$ cat src/rtl/ekct_pkg.sv
// ----------------------------------------------------------------------------
// ekct_pkg: shared types and codes for the epoch keyed checkpoint table
// Field widths, operation and status codes, sequencer states and the result
// of the shared comparator.
// ----------------------------------------------------------------------------
package ekct_pkg;

    localparam int EPOCH_W   = 64;
    localparam int PAYLOAD_W = 64;
    localparam int OP_W      = 2;
    localparam int STATUS_W  = 2;

    localparam logic [OP_W-1:0] OP_INSERT = 2'd0;
    localparam logic [OP_W-1:0] OP_LOOKUP = 2'd1;
    localparam logic [OP_W-1:0] OP_LATEST = 2'd2;

    localparam logic [STATUS_W-1:0] STATUS_OK         = 2'd0;
    localparam logic [STATUS_W-1:0] STATUS_UNVERIFIED = 2'd1;
    localparam logic [STATUS_W-1:0] STATUS_NOT_FOUND  = 2'd2;

    typedef enum logic [2:0] {
        ST_IDLE,
        ST_MATCH_READ,
        ST_MATCH_CMP,
        ST_MIN_READ,
        ST_MIN_CMP,
        ST_WRITE,
        ST_DONE
    } state_t;

    typedef struct packed {
        logic eq;
        logic lt;
    } cmp_res_t;

endpackage

$ cat src/rtl/ekct_cmp.sv
// ----------------------------------------------------------------------------
// ekct_cmp: shared epoch comparator
// One unsigned 64-bit compare giving equality and less-than of a against b.
// ----------------------------------------------------------------------------
module ekct_cmp
    import ekct_pkg::*;
(
    input  logic [EPOCH_W-1:0] a,
    input  logic [EPOCH_W-1:0] b,
    output cmp_res_t           res
);

    always_comb
    begin
        res.eq = (a == b);
        res.lt = (a < b);
    end

endmodule

$ cat src/rtl/ekct_mem.sv
// ----------------------------------------------------------------------------
// ekct_mem: slot storage
// Epoch and payload per slot, one write port and one registered read port.
// ----------------------------------------------------------------------------
module ekct_mem
    import ekct_pkg::*;
#(
    parameter int DEPTH  = 16,
    parameter int ADDR_W = 4
)
(
    input  logic                 clk,
    input  logic                 wr_en,
    input  logic [ADDR_W-1:0]    wr_addr,
    input  logic [EPOCH_W-1:0]   wr_epoch,
    input  logic [PAYLOAD_W-1:0] wr_payload,
    input  logic                 rd_en,
    input  logic [ADDR_W-1:0]    rd_addr,
    output logic [EPOCH_W-1:0]   rd_epoch,
    output logic [PAYLOAD_W-1:0] rd_payload
);

    logic [EPOCH_W-1:0]   epoch_mem   [DEPTH];
    logic [PAYLOAD_W-1:0] payload_mem [DEPTH];

    always_ff @(posedge clk)
    begin
        if (wr_en)
        begin
            epoch_mem[wr_addr]   <= wr_epoch;
            payload_mem[wr_addr] <= wr_payload;
        end
        if (rd_en)
        begin
            rd_epoch   <= epoch_mem[rd_addr];
            rd_payload <= payload_mem[rd_addr];
        end
    end

endmodule

$ cat src/rtl/epoch_keyed_checkpoint_table.sv
// ----------------------------------------------------------------------------
// epoch_keyed_checkpoint_table: bounded checkpoint store keyed by epoch
// Insert, look up by epoch and get-latest over a slot memory, scanned one
// slot at a time through a single shared comparator.
// ----------------------------------------------------------------------------
// One beat is taken at a time; in_stall stays high until its result has
// moved into the output register. Every slot visited is a memory read
// then a compare in the one shared comparator. An insert into a full
// table that misses runs a second scan for the smallest epoch. A
// rejected insert, an unused op or a query on an empty table goes
// straight to completion without a scan. The slot memory needs no
// clearing after reset.
// ----------------------------------------------------------------------------
module epoch_keyed_checkpoint_table
    import ekct_pkg::*;
#(
    parameter int TABLE_DEPTH = 16
)
(
    input  logic                 clk,
    input  logic                 rst_n,
    input  logic                 in_valid,
    output logic                 in_stall,
    input  logic [OP_W-1:0]      op,
    input  logic [EPOCH_W-1:0]   key_epoch,
    input  logic [PAYLOAD_W-1:0] entry_payload,
    input  logic                 verified,
    output logic                 out_valid,
    input  logic                 out_stall,
    output logic [STATUS_W-1:0]  status,
    output logic [EPOCH_W-1:0]   found_epoch,
    output logic [PAYLOAD_W-1:0] found_payload
);

    localparam int IDX_W = (TABLE_DEPTH > 1) ? $clog2(TABLE_DEPTH) : 1;
    localparam int CNT_W = $clog2(TABLE_DEPTH + 1);

    state_t state_reg, state_next;

    logic [OP_W-1:0]      op_reg, op_next;
    logic [EPOCH_W-1:0]   key_reg, key_next;
    logic [PAYLOAD_W-1:0] pay_reg, pay_next;
    logic [EPOCH_W-1:0]   want_reg, want_next;
    logic [IDX_W-1:0]     scan_reg, scan_next;
    logic [IDX_W-1:0]     widx_reg, widx_next;
    logic                 grow_reg, grow_next;
    logic [EPOCH_W-1:0]   min_reg, min_next;
    logic [CNT_W-1:0]     used_reg, used_next;
    logic [EPOCH_W-1:0]   highest_reg, highest_next;

    logic [STATUS_W-1:0]  res_status_reg, res_status_next;
    logic [EPOCH_W-1:0]   res_epoch_reg, res_epoch_next;
    logic [PAYLOAD_W-1:0] res_payload_reg, res_payload_next;

    logic                 out_valid_reg, out_valid_next;
    logic [STATUS_W-1:0]  status_reg, status_next;
    logic [EPOCH_W-1:0]   found_epoch_reg, found_epoch_next;
    logic [PAYLOAD_W-1:0] found_payload_reg, found_payload_next;

    logic                 accept;
    logic                 out_free;
    logic                 is_last;
    logic                 full;
    logic                 is_insert;

    logic                 mem_rd_en;
    logic                 mem_wr_en;
    logic [EPOCH_W-1:0]   rd_epoch;
    logic [PAYLOAD_W-1:0] rd_payload;

    logic [EPOCH_W-1:0]   cmp_a;
    logic [EPOCH_W-1:0]   cmp_b;
    cmp_res_t             cmp_res;

    assign accept    = in_valid && !in_stall;
    assign out_free  = !out_valid_reg || !out_stall;
    assign is_last   = ((CNT_W'(scan_reg) + CNT_W'(1)) == used_reg);
    assign full      = (used_reg == CNT_W'(TABLE_DEPTH));
    assign is_insert = (op_reg == OP_INSERT);

    ekct_cmp u_cmp
    (
        .a   (cmp_a),
        .b   (cmp_b),
        .res (cmp_res)
    );

    ekct_mem #(
        .DEPTH  (TABLE_DEPTH),
        .ADDR_W (IDX_W)
    ) u_mem
    (
        .clk        (clk),
        .wr_en      (mem_wr_en),
        .wr_addr    (widx_reg),
        .wr_epoch   (key_reg),
        .wr_payload (pay_reg),
        .rd_en      (mem_rd_en),
        .rd_addr    (scan_reg),
        .rd_epoch   (rd_epoch),
        .rd_payload (rd_payload)
    );

    // next state
    always_comb
    begin
        state_next = state_reg;
        case (state_reg)
            ST_IDLE:
            begin
                if (in_valid)
                begin
                    case (op)
                        OP_INSERT:
                        begin
                            if (!verified)
                                state_next = ST_DONE;
                            else if (used_reg == '0)
                                state_next = ST_WRITE;
                            else
                                state_next = ST_MATCH_READ;
                        end
                        OP_LOOKUP, OP_LATEST:
                            state_next = (used_reg == '0) ? ST_DONE : ST_MATCH_READ;
                        default:
                            state_next = ST_DONE;
                    endcase
                end
            end
            ST_MATCH_READ:
                state_next = ST_MATCH_CMP;
            ST_MATCH_CMP:
            begin
                if (cmp_res.eq)
                    state_next = is_insert ? ST_WRITE : ST_DONE;
                else if (is_last)
                begin
                    if (!is_insert)
                        state_next = ST_DONE;
                    else
                        state_next = full ? ST_MIN_READ : ST_WRITE;
                end
                else
                    state_next = ST_MATCH_READ;
            end
            ST_MIN_READ:
                state_next = ST_MIN_CMP;
            ST_MIN_CMP:
                state_next = is_last ? ST_WRITE : ST_MIN_READ;
            ST_WRITE:
                state_next = ST_DONE;
            ST_DONE:
            begin
                if (out_free)
                    state_next = ST_IDLE;
            end
            default:
                state_next = ST_IDLE;
        endcase
    end

    // outputs and unit controls
    always_comb
    begin
        in_stall  = (state_reg != ST_IDLE);
        mem_rd_en = 1'b0;
        mem_wr_en = 1'b0;
        cmp_a     = rd_epoch;
        cmp_b     = want_reg;
        case (state_reg)
            ST_MATCH_READ, ST_MIN_READ:
                mem_rd_en = 1'b1;
            ST_MIN_CMP:
                cmp_b = min_reg;
            ST_WRITE:
            begin
                mem_wr_en = 1'b1;
                cmp_a     = highest_reg;
                cmp_b     = key_reg;
            end
            default:
                mem_rd_en = 1'b0;
        endcase
    end

    // datapath
    always_comb
    begin
        op_next            = op_reg;
        key_next           = key_reg;
        pay_next           = pay_reg;
        want_next          = want_reg;
        scan_next          = scan_reg;
        widx_next          = widx_reg;
        grow_next          = grow_reg;
        min_next           = min_reg;
        used_next          = used_reg;
        highest_next       = highest_reg;
        res_status_next    = res_status_reg;
        res_epoch_next     = res_epoch_reg;
        res_payload_next   = res_payload_reg;
        out_valid_next     = out_valid_reg && out_stall;
        status_next        = status_reg;
        found_epoch_next   = found_epoch_reg;
        found_payload_next = found_payload_reg;

        case (state_reg)
            ST_IDLE:
            begin
                if (accept)
                begin
                    op_next          = op;
                    key_next         = key_epoch;
                    pay_next         = entry_payload;
                    want_next        = (op == OP_LATEST) ? highest_reg : key_epoch;
                    scan_next        = '0;
                    widx_next        = '0;
                    grow_next        = 1'b1;
                    res_epoch_next   = '0;
                    res_payload_next = '0;
                    if (op == OP_INSERT)
                        res_status_next = verified ? STATUS_OK : STATUS_UNVERIFIED;
                    else
                        res_status_next = STATUS_NOT_FOUND;
                end
            end
            ST_MATCH_CMP:
            begin
                if (cmp_res.eq)
                begin
                    widx_next = scan_reg;
                    grow_next = 1'b0;
                    if (!is_insert)
                    begin
                        res_status_next  = STATUS_OK;
                        res_epoch_next   = rd_epoch;
                        res_payload_next = rd_payload;
                    end
                end
                else if (is_last)
                begin
                    if (full)
                    begin
                        scan_next = '0;
                        grow_next = 1'b0;
                    end
                    else
                    begin
                        widx_next = used_reg[IDX_W-1:0];
                        grow_next = 1'b1;
                    end
                end
                else
                    scan_next = scan_reg + IDX_W'(1);
            end
            ST_MIN_CMP:
            begin
                if ((scan_reg == '0) || cmp_res.lt)
                begin
                    min_next  = rd_epoch;
                    widx_next = scan_reg;
                end
                if (!is_last)
                    scan_next = scan_reg + IDX_W'(1);
            end
            ST_WRITE:
            begin
                if (grow_reg)
                    used_next = used_reg + CNT_W'(1);
                if (cmp_res.lt)
                    highest_next = key_reg;
            end
            ST_DONE:
            begin
                if (out_free)
                begin
                    out_valid_next     = 1'b1;
                    status_next        = res_status_reg;
                    found_epoch_next   = res_epoch_reg;
                    found_payload_next = res_payload_reg;
                end
            end
            default:
                scan_next = scan_reg;
        endcase
    end

    always_ff @(posedge clk or negedge rst_n)
    begin
        if (!rst_n)
        begin
            state_reg     <= ST_IDLE;
            used_reg      <= '0;
            highest_reg   <= '0;
            out_valid_reg <= 1'b0;
        end
        else
        begin
            state_reg     <= state_next;
            used_reg      <= used_next;
            highest_reg   <= highest_next;
            out_valid_reg <= out_valid_next;
        end
    end

    always_ff @(posedge clk)
    begin
        op_reg            <= op_next;
        key_reg           <= key_next;
        pay_reg           <= pay_next;
        want_reg          <= want_next;
        scan_reg          <= scan_next;
        widx_reg          <= widx_next;
        grow_reg          <= grow_next;
        min_reg           <= min_next;
        res_status_reg    <= res_status_next;
        res_epoch_reg     <= res_epoch_next;
        res_payload_reg   <= res_payload_next;
        status_reg        <= status_next;
        found_epoch_reg   <= found_epoch_next;
        found_payload_reg <= found_payload_next;
    end

    assign out_valid     = out_valid_reg;
    assign status        = status_reg;
    assign found_epoch   = found_epoch_reg;
    assign found_payload = found_payload_reg;

    a_used_bound: assert property (@(posedge clk) disable iff (!rst_n)
        used_reg <= CNT_W'(TABLE_DEPTH))
        else $error("slot count exceeds table depth");

    a_used_step: assert property (@(posedge clk) disable iff (!rst_n)
        (used_reg != $past(used_reg)) |->
            ($past(state_reg) == ST_WRITE) && (used_reg == $past(used_reg) + CNT_W'(1)))
        else $error("slot count changed outside a write");

    a_highest_mono: assert property (@(posedge clk) disable iff (!rst_n)
        highest_reg >= $past(highest_reg))
        else $error("running maximum epoch decreased");

    a_out_from_done: assert property (@(posedge clk) disable iff (!rst_n)
        $rose(out_valid_reg) |-> ($past(state_reg) == ST_DONE))
        else $error("result beat raised outside completion");

    a_accept_busy: assert property (@(posedge clk) disable iff (!rst_n)
        accept |=> (state_reg != ST_IDLE))
        else $error("accepted beat did not start work");

endmodule
$ cat config.mk
export PLATFORM = sky130hd
export DESIGN_NAME = epoch_keyed_checkpoint_table
export DESIGN_NICKNAME = d
export VERILOG_FILES = /design/src/rtl/ekct_pkg.sv /design/src/rtl/ekct_cmp.sv /design/src/rtl/ekct_mem.sv /design/src/rtl/epoch_keyed_checkpoint_table.sv
export SDC_FILE = /design/constraint.sdc
export NUM_CORES = 2
export LEC_CHECK = 0
export BUFFER_PORTS_ARGS = -buffer_cell sky130_fd_sc_hd__buf_2
export CORE_MARGIN = 2
export CORE_UTILIZATION = 40
export DETAILED_ROUTE_END_ITERATION = 6
export GPL_TIMING_DRIVEN = 1
export SETUP_SLACK_MARGIN = 0.5
export SLEW_MARGIN = 20
export SYNTH_ARGS = -nofsm -noshare
export SYNTH_HDL_FRONTEND = slang
export SYNTH_SLANG_ARGS = --single-unit
$ cat constraint.sdc
create_clock -name clk -period 18.6 [get_ports clk]
set_input_delay 1.86 -clock clk [delete_from_list [all_inputs] [get_ports clk]]
set_output_delay 1.86 -clock clk [all_outputs]
set_load 0.005 [all_outputs]
==> out/results.ini <==
[critical_path]
r2r_slack_ns=11.80
arrival_ns=7.58
critPathRequiredTime_ns=19.38
crit_type=flip-flop to flip-flop
startpoint_type=flip-flop
cp_max_fo=67
cp-end-kind=flip-flop

[cells_and_area]
final_area_mm2=0.120
fill_cells=21775
regArea_mm2=0.0830
reg.largest.list=u_mem.epoch_mem x1024, u_mem.payload_mem x1024
mostFrequentLayoutCells=edfxtp_1 (2703), mux4_2 (640), clkbuf_16 (294), nand2_1 (280), buf_2 (265)
area_growth_pct=14.1
drive_gt1_frac=0.296
nets=5219
final_common_cell=edfxtp_1
multi_input_area_mm2=0.0211

[clock_tree]
h-tree-depth=5
tritoncts=built
postCtsResizedCells=0
clk_pin_slew_ns=0.06
cts.path.max_buffers=4
post_cts.repair.setup_buffers=0
clock-sinks=2776
cts_made_buffers=287
cts_root_buf=clkbuf_16
cts_hold_buf=0
clock_latency_ns=0.92

[pwr]
power_uw=17800
power_density_mw_per_mm2=149
ir_drop_uv=186
leakage_uw=0.0388

[routing]
wl_um=256000
vias=49139
remaining_drc_errors=1
firstDrtPassIters=7
final_antenna_net_count=0
drt_iter0_drc=6006
routed_via_density=5.62
wl_per_cell_um=29.3

[job]
drv_cap=0

[timing]
tns_ns=0
clock_skew_ns=0.0397
maxSlewHeadroom=0.274
hold-worst-slack_ns=0.415
timing.final.crit_share=0.366
maxSlewViolCount=0
tightest_slew_ns=1.09
period_needed_ns=6.80
setup_ws_ns=11.80
grt_setup_unrepaired=false
hold_viol=0
max_clock_freq_mhz=147
setup_viol=0

[logic_synthesis]
syn_nets=4794
synth.avg_cell_area_um2=22.9
synth_edf_count=2703
synth_ff_type=edfxtp_1
seq_area_frac_synth=0.791
ys_types=48
synth_warnings=0
syn_area_mm2=0.105
async_reset_ff_frac=0.0263
ys_ff_latch=2776
syn_inst=4588

[global_route]
grt.overflow.total=0
antenna_found_initial=23
grt_busiest_layer=met1
grt_pass1_wl_um=365000
grt_max_degree=142
grt_pass1_vias=49280
use_met2=0.285
use_met3=0.0332
track_usage=0.191
grt.met1_usage=0.295

[status]
violations=DRC
status=complete, but fails checks

[place]
post-place-ws_ns=11.85
hpwl_um=132000
io_buffers=266
gp_congestion=0.803
placed_cell_area_mm2=0.111

[die]
num_rows=188
die_height_um=516
core_area_mm2=0.262
initial_core_util=0.401
fp.dieW_um=516
design.die.area_mm2=0.266
top_level_ports=267

[hold_path]
hp-class=flip-flop to flip-flop

[path summary, 6_finish.rpt]
check,from,end,depth (start not counted)
min in group asynchronous,rst_n,highest_reg[21],1
max in group asynchronous,rst_n,state_reg[1],2
setup / recovery,state_reg[0],highest_reg[6],16
setup reg to reg,state_reg[0],highest_reg[6],16
hold / removal,res_epoch_reg[36],found_epoch[36],0
hold reg to reg,res_epoch_reg[36],found_epoch[36],0
[layout make-up]
cell class / instances / share of cell area
antenna: 6 / 0.000125
clock buffer: 351 / 0.0636
clock inverter: 144 / 0.0103
inverter: 13 / 0.000470
multi-input combinational: 1571 / 0.176
sequential: 2776 / 0.694
tap: 3515 / 0.0367
timing repair buffer: 364 / 0.0188
[per-layer routing]
layer / vias to the layer above / part of all wire
li1: 20038 / -
met1: 26727 / 0.45
met2: 2018 / 0.45
met3: 354 / 0.078
met4: 2 / 0.018
met5: - / 0.000027
[power breakdown]
group          total (uW)  internal (uW)  switching (uW)
registers            8360           7820             542
logic                3920           1850            2070
clock network        5500           3190            2300
total               17800          12900            4920
[synth_stat cells, types with 4 or more instances]
library cell  instances  area [um^2]
a22o_1                4         35.0
dfrtp_1              73         1830
and3_1              130          813
nor2b_1               4         25.0
mux2_2               68          766
nand2_1             281         1050
buf_6                 6         67.6
nand3_1              14         70.1
o21ai_0              78          390
ha_1                 71          888
nor4_1                6         37.5
inv_1                13         48.8
mux2_4               60          901
xnor2_1               6         52.6
nor2_1               35          131
nand4_1              20          125
buf_2                16         80.1
edfxtp_1           2703        81200
nand2b_1              4         25.0
clkbuf_1            185          694
mux4_2              640        14400
buf_1                21         78.8
nor3_1               12         60.1
a21oi_1              34          170
a21o_1                5         37.5
mux2i_1              65          651
a221oi_1              4         35.0
[critical path: stages (launching register included)]
cell     delay (ns)
dfrtp_4        0.75
buf_4          0.88
inv_1          0.35
nor2_4         0.17
buf_4          0.68
nand2_1        0.12
nand2_1        0.09
ha_1           0.24
nand4_1        0.18
nor4_1         0.11
buf_4          0.18
nand3_1        0.13
a31oi_1        0.11
nor4_1         0.77
nand3_4        0.74
buf_4          0.64
mux2_4         0.39
[through the flow]
step                      std cells  utilization
after floorplan                4588            -
after global placement         8238        0.424
after detailed placement       8238        0.424
after CTS                      8733        0.457
after global routing           8735        0.457
final                          8740        0.458
[kinds of logic after synthesis]
group | share of synthesized area
flip-flops | 0.791
multiplexers | 0.159
AND/OR/NAND/NOR | 0.0230
buffers and inverters | 0.00924
AO/OA/AOI/OAI | 0.00781
adder cells (fa/ha/maj) | 0.00847
XOR/XNOR | 0.000751
Note: power is estimated with default switching activity, not from simulation.
